File: src/rtl/sapq_pkg.sv
`timescale 1ns / 1ps
`default_nettype none
package sapq_pkg;

  localparam int DEPTH_DEFAULT = 128;

  localparam logic FUNC_ENQ = 1'b0;
  localparam logic FUNC_DEQ = 1'b1;

  localparam logic [1:0] ST_ENQUEUED = 2'd0;
  localparam logic [1:0] ST_DEQUEUED = 2'd1;
  localparam logic [1:0] ST_FULL     = 2'd2;
  localparam logic [1:0] ST_EMPTY    = 2'd3;

  typedef struct packed {
    logic signed [31:0] value;
    logic signed [31:0] pri;
  } entry_t;

  typedef struct packed {
    logic enq;
    logic deq;
  } cell_ctrl_t;

endpackage
`default_nettype wire

File: src/rtl/sapq_cell.sv
`timescale 1ns / 1ps
`default_nettype none
module sapq_cell (
  input  wire logic                clk,
  input  wire sapq_pkg::cell_ctrl_t ctrl,
  input  wire logic                occupied,
  input  wire sapq_pkg::entry_t    new_entry,
  input  wire logic                take_left,
  input  wire sapq_pkg::entry_t    left_entry,
  input  wire sapq_pkg::entry_t    right_entry,
  output logic                     take_here,
  output sapq_pkg::entry_t         entry
);

  // The new item belongs at or before this cell when the cell is free or holds
  // a strictly lower priority.
  assign take_here = !occupied || (new_entry.pri > entry.pri);

  always_ff @(posedge clk) begin
    if (ctrl.deq) begin
      entry <= right_entry;
    end else if (ctrl.enq) begin
      if (take_left) begin
        entry <= left_entry;
      end else if (take_here) begin
        entry <= new_entry;
      end
    end
  end

endmodule
`default_nettype wire

File: config.mk
export PLATFORM = sky130hd
export DESIGN_NAME = sapq_cell
export DESIGN_NICKNAME = d
export VERILOG_FILES = /design/src/rtl/sapq_pkg.sv /design/src/rtl/sapq_cell.sv
export SDC_FILE = /design/constraint.sdc
export NUM_CORES = 1
export LEC_CHECK = 0
export ABC_AREA = 1
export BUFFER_PORTS_ARGS = -buffer_cell sky130_fd_sc_hd__buf_2
export CORE_AREA = 2 2 101 103
export CTS_CLUSTER_SIZE = 20
export DETAILED_ROUTE_END_ITERATION = 7
export DIE_AREA = 0 0 103 105
export GPL_ROUTABILITY_DRIVEN = 0
export PLACE_DENSITY = 0.9
export SYNTH_ARGS = -nofsm -noshare
export SYNTH_HDL_FRONTEND = slang
export SYNTH_SLANG_ARGS = --single-unit
File: constraint.sdc
create_clock -name clk -period 5.54 [get_ports clk]
set_clock_uncertainty 0.05 [all_clocks]
set_input_delay 0.277 -clock clk [delete_from_list [all_inputs] [get_ports clk]]
set_output_delay 0.277 -clock clk [all_outputs]
set_load 0.005 [all_outputs]
-- Word level (Yosys, flattened, before mapping)
Index checks and enable logic that the tools add are counted.
- magnitude comparators: 1
- reductions and logical operators: 5
- muxes and demuxes: 4
- operators by type and width (cell ; count):
    $mux W64 ; 4
    $gt A32 B32 Y1 ; 1
    $reduce_bool A3 Y1 ; 1
    $reduce_and A2 Y1 ; 1
    $reduce_bool A2 Y1 ; 1
    $logic_not A1 Y1 ; 1
    $logic_or A1 B1 Y1 ; 1
- input port bits: 197
- register bits: 64
- output and inout port bits: 65

-- Logic depth before layout (Yosys ltp)
Gate-level depths: netlist (run 1).
- depth in word-level cells: 6
- gate-level depth with buffers: 18
- depth with buffers taken out: 18

-- Worst setup path before layout (run 1)
Ideal clock, no wire load.
- path type: reg2reg
- from: register entry[31] (netlist bit)
- to: register entry[0] (netlist bit) (enable)
- arrival: 2.673 ns
- buffers on the path: 0
- clock period less this slack: 3.141 ns
- slack: 2.399 ns
- stages on the path, launching flop included: 13
- cells stage by stage: edfxtp_1 inv_1 ha_1 a21oi_1 o21a_1 nand2_1 a21oi_1 nand2_1 nand2_1 nand3_2 nand3_2 nand2_1 inv_1
- longest elaborated chain between the ends: 4
- ends and longest elaborated chain (element ; RTL line ; text):
    from (decl) ; sapq_cell.sv:12 ; output sapq_pkg::entry_t entry
    from (signal assigned) ; sapq_cell.sv:21 ; entry <= right_entry;
    from (signal assigned) ; sapq_cell.sv:24 ; entry <= left_entry;
    from (signal assigned) ; sapq_cell.sv:26 ; entry <= new_entry;
    $gt A32 B32 Y1 ; sapq_cell.sv:17 ; assign take_here = !occupied || (new_entry.pri > entry.pri);
    $logic_or A1 B1 Y1 ; sapq_cell.sv:17 ;
    $reduce_bool A3 Y1 (no line) ; - ;
    $reduce_and A2 Y1 (no line) ; - ;
No other way between the ends.
A chain may end at the register's enable or synchronous reset.

-- Worst setup path after layout (run 1)
- from: register entry[31] (netlist bit)
- to: register entry[16] (netlist bit) (enable)
The elaborated chain is that of the path after synthesis.

==> results.tsv, run 1 <==
metric	value	unit
post-cts hold buffer count	0	
Most Crowded Layer GR	met2	
Final period util	0.5582	
fraction of power spent switching nets	0.2895	
total via count after detailed routing	4347	
number of setup violations in the final report	0	
Inserted Diodes	0	
worst hold margin	0.2154	ns
Peak supply drop	178.6	uV
Avg Inst Size Synth	8.194	um^2
detailed-placement wirelength estimate	9.059	mm
commonest non-fill, non-tap cells in the layout	261 x sky130_fd_sc_hd__buf_2, 142 x sky130_fd_sc_hd__a21oi_1, 101 x sky130_fd_sc_hd__nand2_1	
total power per unit cell area	237.5	nW/um^2
largest registers in the final layout	entry: 64 flops	
Gates resized, CTS repair	0	
main combinational cell family by area after synthesis	compound AO/OA/AOI/OAI gates	
Placed Instance Area	5461	um^2
Die Y-Extent	105	um
WP data required	5.46	ns
Synth-to-Final Area Change	38.68	%
library cells used by synthesis	22	
global route overflow	0	
pin count of the biggest net entering global routing	68	
count of buffers inserted at the top-level ports	261	
most prevalent standard cell on the critical path	sky130_fd_sc_hd__nand2_1	
fraction of power consumed by the clock network	0.289	
number of global-route vias before repair	4130	
Critical Path, Cell by Cell	inv_1 -> ha_1 -> a21oi_1 -> o21a_1 -> nand2_1 -> a21oi_1 -> nand2_1 -> nand2_1 -> nand3_2 -> nand3_2 -> nand2_1 -> inv_2 -> buf_4	
Final Core Density	0.5859	
worst hold path class	primary input to flip-flop	
xor/xnor share of the synthesized area	0	
total standard cell area after synthesis	4073	um^2
startpoint-to-endpoint class of the critical path	flip-flop to flip-flop	
leakage power total	2.872	nW
Die X-Extent	103	um
GRT met3 Usage	0.06221	
Max-cap violations	0	
fraction of power consumed by sequential logic	0.459	
H-Tree Depth	3	
Startpoint Class	flip-flop	
arrival time reported for the critical path endpoint	3.01	ns
clock root cell	sky130_fd_sc_hd__clkbuf_8	
Iter 0 DRT Violations	180	
clk slew on worst S/H paths	0.08	ns
status	completed	
synthesized-area fraction occupied by and/or/nand/nor cells	0.1816	
sequential share of the synthesized area	0.4719	
headroom to the max-slew limit	0.2377	
combinational cell fraction of total power	0.252	
Tmin final	3.092	ns
CTS tree	built	
per-cell via count in the routed design	4.917	
slowest stage delay, CP	0.51	ns
flip-flop count of the largest register after layout	64	
crit path capture type	flip-flop	
source of the worst register-to-register timing path	entry[31]	
transition time at the pin with the least slew margin	1.142	ns
number of setup buffers added after CTS	0	
clk_lat worst skew	0.33	ns
post-detailed-route wirelength per cell	13.84	um
total of warnings raised by yosys	0	
ratio of cells with drive above 1 in the final layout	0.3875	
launch instance of the worst min-delay path	right_entry[61]	
source of the critical timing path	entry[31]	
number of routed nets with antenna violations	0	
register area	1922	um^2
total design power	0.001341	W
number of flops mapped to enable cells by yosys	64	
final routed wirelength across all metal layers	12.23	mm
count of nets after finishing	975	
number of sinks driven by the clock tree	64	
Pre-Repair DR Iteration Count	8	
cell count after synthesis	497	
final sum of negative setup slack	0	ns
overall die area	10820	um^2
Async S/R FF share, synth	0	
multi-input gate area in the final layout	1883	um^2
adder and majority cell fraction of the synthesized area	0.09831	
total routing resource utilization after global routing	0.2234	
first-pass GRT wire length	19.04	mm
number of ports placed on the die boundary	262	
row count	36	
fillers	882	
DRC	0	
Sw Pwr	0.0003883	W
maximum operating frequency	0.3234	GHz
Main synth FF type	sky130_fd_sc_hd__edfxtp_1	
area of all placed cells without fillers	5648	um^2
antenna violations before repair	0	
Synth Register Bits	64	
proportion of synthesized area in mux cells	0	
Largest Register	entry	
floorplan core area	9639	um^2
compound-gate portion of the synthesized area	0.1825	
unrepaired setup endpoints after global routing	no	
Final Slew Violations	0	
Worst path slowest cell	sky130_fd_sc_hd__buf_4	
kind of cell adding the most delay to the critical path	buffers and inverters	
commonest non-fill, non-tap cell in the layout	sky130_fd_sc_hd__buf_2	
maximum buffer depth of the clock tree	2	
Initial Util	0.4225	
Power Internal	0.0009529	W
Hold Violations, Final	0	
global routing met1 resource utilization	0.2479	
maximum fanout encountered on the critical timing path	33	
buffering stage count on the worst path with inverters included	3	
net count after synthesis	726	
GRT met2 Usage	0.4045	
TritonCTS buffer count	9	
## routing by layer
| metal | part of all wire | vias up | wire length (um) |
|---|---|---|---|
| met4 | 0.026 | 0 | 317 |
| li1 | - | 2189 | - |
| met3 | 0.084 | 28 | 1024 |
| met1 | 0.39 | 1912 | 4714 |
| met2 | 0.50 | 218 | 6177 |
| met5 | 0 | - | 0 |
## worst min-delay path: stages
cell	delay, ns
sky130_fd_sc_hd__buf_2	0.08
sky130_fd_sc_hd__nor2_1	0.03
sky130_fd_sc_hd__a21oi_1	0.09
## logic make-up (layout without fill, tap and decap cells)
family / count (synthesis) / after routing
flip-flops: 64 / 64
AND/OR/NAND/NOR: 185 / 185
adder cells (fa/ha/maj): 32 / 32
AO/OA/AOI/OAI: 147 / 147
buffers and inverters: 69 / 323
## stage by stage
stage               std cells  setup WS, ns
floorplan                 497         2.399
global placement          868         2.512
detailed placement        868         2.392
CTS                       884         2.387
global route              884         2.119
finish                    884         2.448
## worst paths after layout
path,end,slack [ns],depth (start not counted)
max,entry[16],2.45,13
max reg2reg,entry[16],2.45,13
min,entry[61],0.22,3
min reg2reg,entry[28],1.45,7
## cell type report
cell class,instances,area share
clock buffer,9,0.02193
clock inverter,7,0.01108
inverter,43,0.02858
multi-input combinational,364,0.3334
sequential,64,0.3403
tap,133,0.02946
timing repair buffer,264,0.2353
## power groups by stage
| stage | clock, W | sequential, W | combinational [W] |
|---|---|---|---|
| CTS | 0.000396 | 0.000616 | 0.000340 |
| global placement | 0 | 0.000623 | 0.000330 |
| floorplan | 0 | 0.000634 | 0.000161 |
| detailed placement | 0 | 0.000626 | 0.000338 |
| finish | 0.000388 | 0.000615 | 0.000338 |
| global route | 0.000419 | 0.000621 | 0.000384 |
## synth_stat cells, types with 2 or more instances
master                     count  area, um^2
sky130_fd_sc_hd__ha_1         32       400.4
sky130_fd_sc_hd__o21a_1        2       15.01
sky130_fd_sc_hd__nand4_1       2       12.51
sky130_fd_sc_hd__inv_1        38       142.6
sky130_fd_sc_hd__clkbuf_1     19       71.32
sky130_fd_sc_hd__o21ai_0       2       10.01
sky130_fd_sc_hd__nor2_2        2       12.51
sky130_fd_sc_hd__inv_2         5       18.77
sky130_fd_sc_hd__edfxtp_1     64        1922
sky130_fd_sc_hd__nand3_2       2       20.02
sky130_fd_sc_hd__nand2_1     101       379.1
sky130_fd_sc_hd__nand3_1       2       10.01
sky130_fd_sc_hd__buf_1         5       18.77
sky130_fd_sc_hd__a21oi_1     142       710.7
sky130_fd_sc_hd__nor2_1       72       270.3
Note: power is estimated with default switching activity, not from simulation.
==> inputs of run 2 (changes only) <==
Clock period 5.54 ns to 2.9 ns, I/O delays scaled along.
==> results.tsv, run 2 (synthesized netlist as in run 1, its figures left out) <==
metric	value	unit	change
status	completed		unchanged
Die X-Extent	103	um	unchanged
TritonCTS buffer count	9		unchanged
total design power	0.002495	W	was 0.001341 W
Pre-Repair DR Iteration Count	5		was 8
antenna violations before repair	0		unchanged
area of all placed cells without fillers	5687	um^2	was 5648 um^2
total power per unit cell area	438.7	nW/um^2	was 237.5 nW/um^2
global route overflow	0		unchanged
Initial Util	0.4225		unchanged
worst-case setup margin in the final layout	0.4900	ns	was 2.448 ns
pre-CTS WS	0.5156	ns	was 2.392 ns
timing endpoint of the critical path	entry[40]		was entry[16]
Max-cap violations	0		unchanged
final routed wirelength across all metal layers	12.84	mm	was 12.23 mm
post-detailed-route wirelength per cell	14.42	um	was 13.84 um
fraction of power consumed by sequential logic	0.472		was 0.459
Hold Violations, Final	0		unchanged
arrival time reported for the critical path endpoint	2.37	ns	was 3.01 ns
leakage power total	2.889	nW	was 2.872 nW
Tmin final	2.410	ns	was 3.092 ns
WP data required	2.86	ns	was 5.46 ns
per-cell via count in the routed design	4.992		was 4.917
largest registers in the final layout	entry: 64 flops		unchanged
number of setup buffers added after CTS	0		unchanged
Startpoint Class	flip-flop		unchanged
number of global-route vias before repair	4416		was 4130
fraction of power consumed by the clock network	0.264		was 0.289
final sum of negative setup slack	0	ns	unchanged
source of the worst register-to-register timing path	entry[18]		was entry[31]
H-Tree Depth	3		unchanged
floorplan core area	9639	um^2	unchanged
Worst path slowest cell	sky130_fd_sc_hd__edfxtp_1		was sky130_fd_sc_hd__buf_4
overall die area	10820	um^2	unchanged
count of cells along the worst register-to-register path	16		was 13
maximum fanout encountered on the critical timing path	47		was 33
number of ports placed on the die boundary	262		unchanged
total via count after detailed routing	4443		was 4347
clock root cell	sky130_fd_sc_hd__clkbuf_8		unchanged
Final Slew Violations	0		unchanged
clk_lat worst skew	0.33	ns	about the same
CTS tree	built		unchanged
flip-flop count of the largest register after layout	64		unchanged
row count	36		unchanged
commonest non-fill, non-tap cells in the layout	261 x sky130_fd_sc_hd__buf_2, 142 x sky130_fd_sc_hd__a21oi_1, 101 x sky130_fd_sc_hd__nand2_1		unchanged
detailed-placement wirelength estimate	9.956	mm	was 9.059 mm
Inserted Diodes	0		unchanged
post-cts hold buffer count	0		unchanged
maximum buffer depth of the clock tree	2		unchanged
DRC	0		unchanged
Die Y-Extent	105	um	unchanged
count of buffers inserted at the top-level ports	261		unchanged
number of setup violations in the final report	0		unchanged
Placed Instance Area	5523	um^2	was 5461 um^2
unrepaired setup endpoints after global routing	no		unchanged
total routing resource utilization after global routing	0.2344		was 0.2234
first-pass GRT wire length	19.84	mm	was 19.04 mm
crit path capture type	flip-flop		unchanged
Iter 0 DRT Violations	296		was 180
most prevalent standard cell on the critical path	sky130_fd_sc_hd__nand2_1		unchanged
clk slew on worst S/H paths	0.08	ns	about the same
number of routed nets with antenna violations	0		unchanged
Critical Path, Cell by Cell	inv_1 -> ha_1 -> nand2_1 -> inv_2 -> nand2_1 -> nand2_1 -> nand2_1 -> nand2_1 -> a21oi_1 -> nand2_1 -> nand2_1 -> nand3_2 -> nand3_2 -> nand2_1 -> clkinvlp_4 -> buf_12		was inv_1 -> ha_1 -> a21oi_1 -> o21a_1 -> nand2_1 -> a21oi_1 -> nand2_1 -> nand2_1 -> nand3_2 -> nand3_2 -> nand2_1 -> inv_2 -> buf_4
endpoint of the worst-slack reg-to-reg timing path	entry[40]		was entry[16]
startpoint-to-endpoint class of the critical path	flip-flop to flip-flop		unchanged
combinational cell fraction of total power	0.264		was 0.252
Peak supply drop	339.1	uV	was 178.6 uV
count of nets after finishing	981		was 975
Sw Pwr	0.0007510	W	was 0.0003883 W
commonest non-fill, non-tap cell in the layout	sky130_fd_sc_hd__buf_2		unchanged
slowest stage delay, CP	0.41	ns	was 0.51 ns
ratio of cells with drive above 1 in the final layout	0.3923		was 0.3875
Final period util	0.8310		was 0.5582
Power Internal	0.001744	W	was 0.0009529 W
R2R Setup Slk	0.49	ns	was 2.45 ns
Synth-to-Final Area Change	39.63	%	was 38.68%
pin count of the biggest net entering global routing	48		was 68
number of sinks driven by the clock tree	64		unchanged
worst hold path class	primary input to flip-flop		unchanged
transition time at the pin with the least slew margin	0.8414	ns	was 1.142 ns
Largest Register	entry		unchanged
source of the critical timing path	entry[18]		was entry[31]
Gates resized, CTS repair	0		unchanged
headroom to the max-slew limit	0.4383		was 0.2377
fraction of power spent switching nets	0.3010		was 0.2895
maximum operating frequency	0.4149	GHz	was 0.3234 GHz
[run 2: cell types whose count changed in the layout (fill, tap and decap cells not counted), sizes merged]
cell / change
clkbuf: +1
clkinv: -1
inv: -1
clkinvlp: +2
bufinv: -1
buf: +6
[run 2: final cells by class]
cell class                      count  area, um^2
Fill cell                         905        3953
Sequential cell                    64        1922
Multi-Input combinational cell    364        1883
Timing Repair Buffer              270        1386
Tap cell                          133       166.4
Inverter                           43       165.2
Clock buffer                       10       127.6
Clock inverter                      6       36.28
[run 2: worst min-delay path by stage]
stage                     cells past startpoint            start        end  slack [ns]
after floorplan                               1         occupied  take_here        0.29
after global placement                        3  right_entry[48]  entry[48]        0.42
after detailed placement                      3  right_entry[52]  entry[52]        0.42
after CTS                                     3  right_entry[52]  entry[52]        0.06
after global routing                          3  right_entry[54]  entry[54]        0.07
final                                         3   right_entry[3]   entry[3]        0.08
[run 2: worst max-delay path: cells and delay by family (launching register included)]
family / cells / cell delay [ns]
DFF: 1 / 0.41
buffers and inverters: 4 / 0.46
adders and majority gates: 1 / 0.22
AOI/OAI and AO/OA: 1 / 0.22
and+or+nand+nor: 10 / 0.68
[run 2: stage by stage]
stage / hold slack, ns / util / cells
floorplan: 0.2854 / - / 497
global placement: 0.4182 / 0.5729 / 874
detailed placement: 0.4224 / 0.5729 / 874
CTS: 0.06444 / 0.5900 / 890
global route: 0.07439 / 0.5900 / 890
finish: 0.08426 / 0.5900 / 890
[run 2: power by group through the flow]
stage / clock network [W] / logic, W / registers [W]
floorplan: 0 / 0.000309 / 0.00121
global placement: 0 / 0.000642 / 0.00119
detailed placement: 0 / 0.000659 / 0.00120
CTS: 0.000676 / 0.000663 / 0.00118
global route: 0.000718 / 0.000749 / 0.00119
finish: 0.000658 / 0.000658 / 0.00118
[run 2: metal layers]
layer	up-vias	GRT usage	routed length [um]
li1	2197	-	-
met1	1970	0.2615	4908
met2	249	0.4263	6549
met3	27	0.06689	1147
met4	0	0.06391	232
met5	-	0	0
